**src/hw/rtl/assert_macros.svh**
```systemverilog
// Assertion macros shared by the sorted list RTL.
// Depends on nothing; the including module supplies clock and reset names.
`ifndef ASSERT_MACROS_SVH
`define ASSERT_MACROS_SVH

// Same-cycle implication, switched off while reset is asserted.
`define ASSERT_IMPLIES(lbl, clk, rst_n, ante, cons, msg) \
	lbl: assert property (@(posedge clk) disable iff (!(rst_n)) (ante) |-> (cons)) \
		else $error(msg);

// Next-cycle implication, switched off while reset is asserted.
`define ASSERT_NEXT(lbl, clk, rst_n, ante, cons, msg) \
	lbl: assert property (@(posedge clk) disable iff (!(rst_n)) (ante) |=> (cons)) \
		else $error(msg);

`endif

```
**src/hw/rtl/slir_pkg.sv**
```systemverilog
// Package of the sorted list block: controller states, request and status codes,
// and the command struct from the controller to the datapath. Depends on nothing.
package slir_pkg;

	typedef enum logic [1:0] {
		ST_OK        = 2'd0,
		ST_FULL      = 2'd1,
		ST_EMPTY     = 2'd2,
		ST_NOT_FOUND = 2'd3
	} status_t;

	typedef enum logic {
		REQ_INSERT = 1'b0,
		REQ_REMOVE = 1'b1
	} req_t;

	typedef enum logic {
		S_IDLE   = 1'b0,
		S_UPDATE = 1'b1
	} state_t;

	typedef struct packed {
		logic capture;
		logic commit;
	} cmd_t;

	localparam int OUT_W = 40;

endpackage

```
**src/hw/rtl/slir_ctrl.sv**
```systemverilog
// Controller of the sorted list block: request handshake, state machine and the
// output valid flag. Depends on slir_pkg and assert_macros.svh.
`include "assert_macros.svh"

module slir_ctrl (
	input  logic            clk,
	input  logic            arst_n,
	input  logic            s_tvalid,
	output logic            s_tready,
	output logic            m_tvalid,
	input  logic            m_tready,
	output slir_pkg::cmd_t  cmd
);

	slir_pkg::state_t state_q, state_d;
	logic             out_valid_q;

	always_ff @(posedge clk or negedge arst_n) begin
		if (!arst_n) begin
			state_q <= slir_pkg::S_IDLE;
		end else begin
			state_q <= state_d;
		end
	end

	always_comb begin
		state_d     = state_q;
		cmd         = '0;
		s_tready    = 1'b0;
		unique case (state_q)
			slir_pkg::S_IDLE: begin
				s_tready = 1'b1;
				if (s_tvalid) begin
					cmd.capture = 1'b1;
					state_d     = slir_pkg::S_UPDATE;
				end
			end
			slir_pkg::S_UPDATE: begin
				// The result may only be written once the output register is free.
				if (!out_valid_q || m_tready) begin
					cmd.commit = 1'b1;
					state_d    = slir_pkg::S_IDLE;
				end
			end
			default: begin
				state_d = slir_pkg::S_IDLE;
			end
		endcase
	end

	always_ff @(posedge clk or negedge arst_n) begin
		if (!arst_n) begin
			out_valid_q <= 1'b0;
		end else if (cmd.commit) begin
			out_valid_q <= 1'b1;
		end else if (m_tready) begin
			out_valid_q <= 1'b0;
		end
	end

	assign m_tvalid = out_valid_q;

	`ASSERT_IMPLIES(a_commit_slot_free, clk, arst_n, cmd.commit, (!out_valid_q || m_tready), "commit overwrote a pending result")
	`ASSERT_NEXT(a_capture_to_update, clk, arst_n, cmd.capture, (state_q == slir_pkg::S_UPDATE), "capture not followed by update")
	`ASSERT_IMPLIES(a_valid_from_commit, clk, arst_n, $rose(m_tvalid), $past(cmd.commit), "result appeared without a commit")

endmodule

```
**src/hw/rtl/slir_dpath.sv**
```systemverilog
// Datapath of the sorted list block: the row of compare-and-shift cells, the
// entry count and the result register. Depends on slir_pkg.
module slir_dpath #(
	parameter int CAPACITY = 16
) (
	input  logic                        clk,
	input  logic                        arst_n,
	input  slir_pkg::cmd_t              cmd,
	input  logic                        in_req_type,
	input  logic signed [31:0]          in_value,
	output logic [slir_pkg::OUT_W-1:0]  out_data
);

	localparam int CW = $clog2(CAPACITY + 1);

	logic signed [31:0]   cell_q [CAPACITY];
	logic signed [31:0]   cell_d [CAPACITY];
	logic [CW-1:0]        count_q;
	logic [CW-1:0]        count_n;
	logic                 req_q;
	logic signed [31:0]   value_q;
	logic [CAPACITY-1:0]  ge_c, eq_c, after_c;
	logic [CAPACITY-1:0]  ge_q, eq_q, after_q;
	logic                 full, found, ok;
	slir_pkg::status_t    status_c;
	logic signed [31:0]   smallest_c;
	logic [CW+4:0]        count_ext;
	logic [slir_pkg::OUT_W-1:0] out_q;

	// Each cell compares its own entry with the incoming value.
	for (genvar i = 0; i < CAPACITY; i++) begin : g_cmp
		logic valid;
		assign valid      = CW'(i) < count_q;
		assign ge_c[i]    = valid && (cell_q[i] >= in_value);
		assign eq_c[i]    = valid && (cell_q[i] == in_value);
		assign after_c[i] = ge_c[i] || !valid;
	end

	always_ff @(posedge clk) begin
		if (cmd.capture) begin
			req_q   <= in_req_type;
			value_q <= in_value;
			ge_q    <= ge_c;
			eq_q    <= eq_c;
			after_q <= after_c;
		end
	end

	assign full  = count_q == CW'(CAPACITY);
	assign found = |eq_q;

	always_comb begin
		for (int i = 0; i < CAPACITY; i++) begin
			cell_d[i] = cell_q[i];
		end
		if (req_q == slir_pkg::REQ_INSERT) begin
			if (after_q[0]) begin
				cell_d[0] = value_q;
			end
			for (int i = 1; i < CAPACITY; i++) begin
				if (after_q[i - 1]) begin
					cell_d[i] = cell_q[i - 1];
				end else if (after_q[i]) begin
					cell_d[i] = value_q;
				end
			end
		end else begin
			// The list is sorted, so the entries from the first equal one on are
			// exactly those not smaller than the value.
			for (int i = 0; i < CAPACITY - 1; i++) begin
				if (ge_q[i]) begin
					cell_d[i] = cell_q[i + 1];
				end
			end
		end
	end

	always_comb begin
		count_n = count_q;
		if (req_q == slir_pkg::REQ_INSERT) begin
			ok       = !full;
			status_c = full ? slir_pkg::ST_FULL : slir_pkg::ST_OK;
			if (ok) begin
				count_n = count_q + CW'(1);
			end
		end else begin
			ok = (count_q != '0) && found;
			if (count_q == '0) begin
				status_c = slir_pkg::ST_EMPTY;
			end else if (!found) begin
				status_c = slir_pkg::ST_NOT_FOUND;
			end else begin
				status_c = slir_pkg::ST_OK;
			end
			if (ok) begin
				count_n = count_q - CW'(1);
			end
		end
		if (count_n == '0) begin
			smallest_c = '0;
		end else begin
			smallest_c = ok ? cell_d[0] : cell_q[0];
		end
	end

	assign count_ext = {5'b0, count_n};

	always_ff @(posedge clk) begin
		if (cmd.commit && ok) begin
			for (int i = 0; i < CAPACITY; i++) begin
				cell_q[i] <= cell_d[i];
			end
		end
	end

	always_ff @(posedge clk or negedge arst_n) begin
		if (!arst_n) begin
			count_q <= '0;
		end else if (cmd.commit) begin
			count_q <= count_n;
		end
	end

	always_ff @(posedge clk) begin
		if (cmd.commit) begin
			out_q <= {1'b0, smallest_c, count_ext[4:0], status_c};
		end
	end

	assign out_data = out_q;

endmodule

```
**src/hw/rtl/sorted_list_insert_remove.sv**
```systemverilog
// Top level of the sorted list block: joins the controller and the datapath.
// Depends on slir_pkg, slir_ctrl and slir_dpath.
//
// Channel   Direction  Beat contents
// s_*       in         one request: tuser = req_type, tdata = value
// m_*       out        one result: tdata = status, entry_count, smallest
//
// The beat of a request is taken in S_IDLE, when every cell compares its entry
// with the value, and S_UPDATE then shifts the cells and writes the result
// register. The next request is taken the cycle after that.
// A result that is not taken holds S_UPDATE until the output register
// frees up; a pending result does not stop the next request being taken.
// Reset clears the entry count and the output valid flag; the cell contents
// are left as they are, since no entry above the count is ever read.
module sorted_list_insert_remove #(
	parameter int CAPACITY = 16
) (
	input  logic        clk,
	input  logic        arst_n,
	input  logic        s_tvalid,
	output logic        s_tready,
	input  logic [31:0] s_tdata,   // [31:0] value (signed)
	input  logic        s_tuser,   // [0] req_type: 0 insert, 1 remove
	output logic        m_tvalid,
	input  logic        m_tready,
	output logic [39:0] m_tdata    // [1:0] status, [6:2] entry_count, [38:7] smallest, [39] zero
);

	slir_pkg::cmd_t cmd;

	// The controller owns the handshakes and sequencing.
	slir_ctrl u_ctrl (
		.clk      (clk),
		.arst_n   (arst_n),
		.s_tvalid (s_tvalid),
		.s_tready (s_tready),
		.m_tvalid (m_tvalid),
		.m_tready (m_tready),
		.cmd      (cmd)
	);

	// The datapath holds the sorted cells and the result register.
	slir_dpath #(
		.CAPACITY (CAPACITY)
	) u_dpath (
		.clk         (clk),
		.arst_n      (arst_n),
		.cmd         (cmd),
		.in_req_type (s_tuser),
		.in_value    (s_tdata),
		.out_data    (m_tdata)
	);

endmodule
```
**config.mk**
```make
export PLATFORM = sky130hd
export DESIGN_NAME = sorted_list_insert_remove
export DESIGN_NICKNAME = d
export VERILOG_FILES = /design/src/hw/rtl/slir_pkg.sv /design/src/hw/rtl/slir_ctrl.sv /design/src/hw/rtl/slir_dpath.sv /design/src/hw/rtl/sorted_list_insert_remove.sv
export VERILOG_INCLUDE_DIRS = /design/src /design/src/hw/rtl
export SDC_FILE = /design/constraint.sdc
export NUM_CORES = 2
export LEC_CHECK = 0
export ABC_AREA = 1
export BUFFER_PORTS_ARGS = -buffer_cell sky130_fd_sc_hd__buf_4
export CAP_MARGIN = 20
export CORE_ASPECT_RATIO = 1.75
export CORE_MARGIN = 8
export CORE_UTILIZATION = 50
export CTS_BUF_LIST = sky130_fd_sc_hd__clkbuf_2
export DETAILED_ROUTE_END_ITERATION = 16
export PLACE_DENSITY_LB_ADDON = 0.15
export SETUP_SLACK_MARGIN = 0.2
export SYNTH_ARGS = -nofsm -noshare
export SYNTH_HDL_FRONTEND = slang
export SYNTH_SLANG_ARGS = --single-unit
```
**constraint.sdc**
```tcl
create_clock -name clk -period 4.8 [get_ports clk]
set_input_delay 0 -clock clk [delete_from_list [all_inputs] [get_ports clk]]
set_output_delay 0 -clock clk [all_outputs]
set_load 0.05 [all_outputs]
```
### After elaboration in Yosys (flattened, before gate mapping)

Memories as Yosys holds them, arrays and structs flattened.
Cells that the tools add are included.

| word-level totals | value |
|---|---|
| memories | 1 |
| memory bits (writable) | 512 |
| logic and storage cells | 205 |
| output and inout port bits | 42 |
| flip-flop bits (word level) | 126 |
| bits of input ports | 37 |

| cells by class | value |
|---|---|
| order comparisons | 32 |
| reduce and logical (&&, ||, !) cells | 74 |
| muxes and demuxes | 68 |
| add/subtract/negate cells | 2 |
| bitwise operators | 1 |
| eq/ne operators | 17 |

Memories:

| name | words | width | read ports | clocked after memory_dff | wr ports | RTL line | source |
|---|---|---|---|---|---|---|---|
| u_dpath.cell_q | 16 | 32 | 16 | 0 | 16 | slir_dpath.sv:16 | `logic signed [31:0] cell_q [CAPACITY];` |

Operators by type and width:

| operator | number |
|---|---|
| 32-bit 2-to-1 mux | 48 |
| 32-bit == test | 16 |
| 32-bit greater-or-equal comparator | 16 |
| 480-bit 2-to-1 mux | 1 |
| 4-bit by 5-bit less-than comparator with 1-bit output, first input constant | 8 |
| 1-bit logical AND | 34 |
| 3-bit by 5-bit less-than comparator with 1-bit output, first input constant | 4 |
| 1-bit zero test | 18 |
| 1-bit logical OR | 17 |
| 16-bit OR reduction | 1 |
| 5-bit 2-to-1 mux | 3 |
| 1-bit 2-to-1 mux | 12 |
| 5-bit zero test | 2 |
| 1-bit by 5-bit less-than comparator with 1-bit output, first input constant | 2 |
| 2-bit by 5-bit less-than comparator with 1-bit output, first input constant | 2 |
| 2-bit 2-to-1 mux | 3 |
| 5-bit by 1-bit adder with 5-bit output, second input constant | 1 |
| 5-bit == test, second input constant | 1 |
| 5-bit nonzero test | 1 |
| 5-bit by 1-bit subtractor with 5-bit output, second input constant | 1 |
| 1-bit one-hot mux with 2 select lines | 1 |
| 2-bit nonzero test | 1 |
| 1-bit inverter | 1 |

### Longest topological paths before layout

| logic depth | value |
|---|---|
| depth in word-level cells | 7 |
| gate-level depth with buffers | 17 |
| mapped depth without buffers | 17 |

### Modules after synthesis

Synthesis repeated with hierarchy kept, for this count alone.

| second synthesis, totals | value |
|---|---|
| cells, all modules | 4972 |
| area, all modules | 43294.0 sq um |

By module, submodules not included:

| module | cells each | seq. area each (sq um) | area an instance (sq um) | instances |
|---|---|---|---|---|
| slir_dpath | 4961 | 19073.3 | 43201.4 | 1 |
| slir_ctrl | 11 | 50.0 | 92.6 | 1 |

### Least setup slack after synthesis

OpenSTA, ideal clock, no wires.

| path | value |
|---|---|
| path kind | register -> register |
| from | register u_ctrl.state_q |
| to | register u_dpath.after_q[0] (enable) |
| arrival time | 3.733 ns |
| buffers on the path | 0 |
| slack | 0.546 ns |
| library setup time | 0.521 ns |
| required time | 4.279 ns |
| stages on the path, launching flop included | 2 |
| clock period less this slack | 4.254 ns |
| cell sequence | dfrtp_1 nor2_1 |

RTL lines:

| element | RTL line | source |
|---|---|---|
| start: declaration | slir_ctrl.sv:15 | `slir_pkg::state_t state_q, state_d;` |
| start signal: assignment | slir_ctrl.sv:20 | `state_q <= slir_pkg::S_IDLE;` |
| start signal: assignment | slir_ctrl.sv:22 | `state_q <= state_d;` |
| end signal: assignment | slir_dpath.sv:45 | `after_q <= after_c;` |
| end: declaration | slir_dpath.sv:23 | `logic [CAPACITY-1:0] ge_q, eq_q, after_q;` |

### Final worst setup path

| path | value |
|---|---|
| from | register u_dpath.req_q |
| to | register u_dpath.out_q, in the netlist u_dpath.out_data[34] (read register of u_dpath.cell_q) (data pin) |

| on the way | value |
|---|---|
| word-level cells in the longest chain between the ends | 2 |
| elaborated cells between the ends (all ways) | 5 |
| classes of those cells | mux: 4; reduce/logical: 1 |

RTL lines:

| element | RTL line | source |
|---|---|---|
| start: declaration | slir_dpath.sv:20 | `logic req_q;` |
| start signal: assignment | slir_dpath.sv:41 | `req_q <= in_req_type;` |
| 5-bit 2-to-1 mux, or another cell as far along | slir_dpath.sv:80 | `if (req_q == slir_pkg::REQ_INSERT) begin` |
| 5-bit zero test / 32-bit 2-to-1 mux (equally long branches) | n/a |  |
| end: declaration | slir_dpath.sv:28 | `logic [slir_pkg::OUT_W-1:0] out_q;` |

Several ways; a longest one is shown, not always the timed one.
A chain may end at the register's enable or synchronous reset.

==> impl_results.md <==
* Outcome: finished, final reports clean
* Main synth FF type: edfxtp_1
* Via density at 5.797
* Resize count post-CTS at 0
* Vias in the first global route at 38530
* Setup ws final at 1319 ps
* Placed cell areas at approximately 45000 um^2
* Fin util at 55.55%
* Tcrit/Tclk final at about 73%
* Clock skew at 91.56 ps
* Fin. Hold Viols at 0
* Reg clk slew, reported paths at 120 ps
* Synth async-reset ratio at 1.097%
* Clock Latency Late Sink at 1530 ps
* Standard-cell rows at 142
* Area contributors post-synth: edfxtp_1, ha_1, a21oi_1
* Slew @ Worst Pin at ~1500 ps
* Area Growth Syn to Fin at 10.06%
* Synth Instances at between 5000 and 6000
* Synth Register Bits at ~640
* Register area at 19120 um^2
* Final worst path period need at between 3000 and 4000 ps
* Final instance area at 47570 um^2
* Layout cells sized above 1 at 8.566%
* Final #Nets at 5890
* Synth top area share at 43.84%
* Initial Util at 50.47%
* Ports at 79
* WP data arrival at 4690 ps
* Synth unique cells at 41
* Busiest grt layer: met2
* Synth area leader: edfxtp_1
* Die H at about 400 um
* Clock Root Buffer: clkbuf_2
* Die area at 96480 um^2
* Crit path kind: reg -> reg
* Hold path depth at 4
* Clock buffer depth at 3
* First-pass GRT wire length at 215.2 mm
* Met1 track demand over resource at 30.65%
* Peak Freq at 287.3 MHz
* Unrepaired setup endpoints after global routing: false
* Sequential share of the synthesized area at between 40% and 50%
* Pre-CTS setup slack at between 1000 and 1500 ps
* Antenna-violating nets left at 0
* Maximum VDD drop at 0.3097 mV
* Data required time of the critical path at ~6000 ps
* Via count at 38310
* Count of pins over their slew limit at 0
* Ys Warns at 0
* Drt wl/cell at 21.38 um
* M2 GR Usage at a little over half
* Initial antenna violation count at 2
* Initial DRC count at 3096
* Post-detail-place hpwl at between 100 and 150 mm
* Syn Std Cell Area at 43230 um^2
* Area of the multi-input gates at 21990 um^2
* Crit. End Element: flop
* Die Width at 238.3 um
* Routed WL at 141.3 mm
* Mapped Nets at around 5700
* Max-cap viol count at 0
* CTS H-Tree Depth at 4
* CTS tree: yes
* DR pass1 iterations at 6
* Area of the core at 85640 um^2
* CP Max Fanout at between 200 and 250
* Worst Reg2Reg Path Length in Cells at 7
* Crit start category: flop
* DRC viols at 0
* PortBufs at 77
* Hold Path Class: in -> reg
* Setup_tns at 0 ps
* Largest net degree at the start of global routing at about 220
* CTS sink cnt at 638
* Pwr dens at between 500 and 600 nW/um^2
* Global route total overflow at 0
* Placer Congestion at 0.8928
* Syn avg cell area at 8.380 um^2
* LEAKAGE at 20.10 nW
* TritonCTS Buffers at 159
* Setup violations, final at 0
* All-Layer GR Usage at 28.72%
* Met3 Usage GRT at 3.918%
* Slew HR at 2.363%
* Post-synth EDFFs at 631
* Fill cell count at around 8000
layout by cell type, fill, tap and decap left out, drive strengths merged, types with 5 or more instances in the layout:
cell / instances
inv: 263
dlygate4sd3: 109
nor2: 667
a21oi: 1186
buf: 174
a21boi: 32
o21ai: 192
nand4: 51
clkinv: 55
nand3: 64
dfrtp: 7
ha: 515
a31oi: 5
diode: 5
bufinv: 5
edfxtp: 631
o21a: 30
a21o: 20
nor4: 5
clkbuf: 224
nand2: 1193
repair_timing:
item | in CTS | in global routing
hold buffers | 109 | 0
endpoints found under the hold margin | 278 | 0
setup buffers | 0 | 0
state kept, by name (all words and copies together), names as in the netlist:
| name | count |
|---|---|
| u_dpath.ge_q | 15 |
| u_dpath.out_data | 39 |
| u_dpath.value_q | 32 |
| u_ctrl.m_tvalid | 1 |
| u_dpath.cell_q | 512 |
| u_dpath.after_q | 16 |
| u_dpath.req_q | 1 |
| u_dpath.eq_q | 16 |
| u_dpath.count_q | 5 |
| u_ctrl.state_q | 1 |
final timing paths:
path	start	endpoint	slack, ps
min in group asynchronous	arst_n	u_ctrl.m_tvalid	610
worst min register to register	u_ctrl.m_tvalid	u_ctrl.m_tvalid	530
max in group asynchronous	arst_n	u_dpath.count_q[2]	3750
worst max-delay path	u_dpath.req_q	u_dpath.out_data[34]	1320
worst min-delay path	s_tdata[4]	u_dpath.value_q[4]	270
worst max register to register	u_dpath.req_q	u_dpath.out_data[34]	1320
synth_stat cells, drive strengths merged (32+ instances only):
| cell | instances |
|---|---|
| inv | 260 |
| clkbuf | 190 |
| a21oi | 1186 |
| nand3 | 64 |
| nand2 | 1193 |
| nor2 | 667 |
| buf | 74 |
| ha | 515 |
| nand4 | 51 |
| o21ai | 192 |
| edfxtp | 631 |
| a21boi | 32 |
power by group:
part	switching [mW]	internal, mW	total, mW	leakage, nW
clock	2.51	1.53	4.04	1.09
combinational	7.16	3.34	10.5	13.1
sequential	1.59	8.72	10.3	5.92
logic make-up after synthesis:
logic type      Yosys count  synth area share [%]
fa+ha+maj               515                 14.91
flops                   638                 44.24
other cells               1              0.008675
buf+inv                 539                 5.051
simple gates           1995                 18.12
compound gates         1470                 17.67
layer usage:
metal | up-vias | part of all wire [%]
met5 | - | 0
met4 | 0 | 6.0
met3 | 487 | 4.2
met2 | 1251 | 53
met1 | 18220 | 37
li1 | 18360 | -
metrics by stage:
stage | cells | hold WS (ps) | power (mW)
6_report | 6609 | 271.3 | 24.85
5_1_grt | 6609 | 153.6 | 26.53
4_1_cts | 6602 | 90.57 | 24.83
3_5_place_dp | 6218 | -157.8 | 20.73
3_3_place_gp | 6218 | -158.1 | 20.44
2_1_floorplan | 5158 | -295.6 | 17.14
cell type report:
type	instances	area share (%)
multi-input combinational	3981	46.23
inverter	275	2.191
clock inverter	51	0.7417
antenna	5	0.02630
timing repair buffer	283	5.228
tap	1152	3.030
clock buffer	224	2.356
sequential	638	40.20
worst max-delay path, cell delays in order, from the launching register on:
cell	delay [ps]
edfxtp_1	520
buf_12	540
a21oi_1	90
a21oi_1	290
nand3_1	160
nor2_4	770
buf_4	340
a21boi_1	80
(Power assumes the default switching activity.)
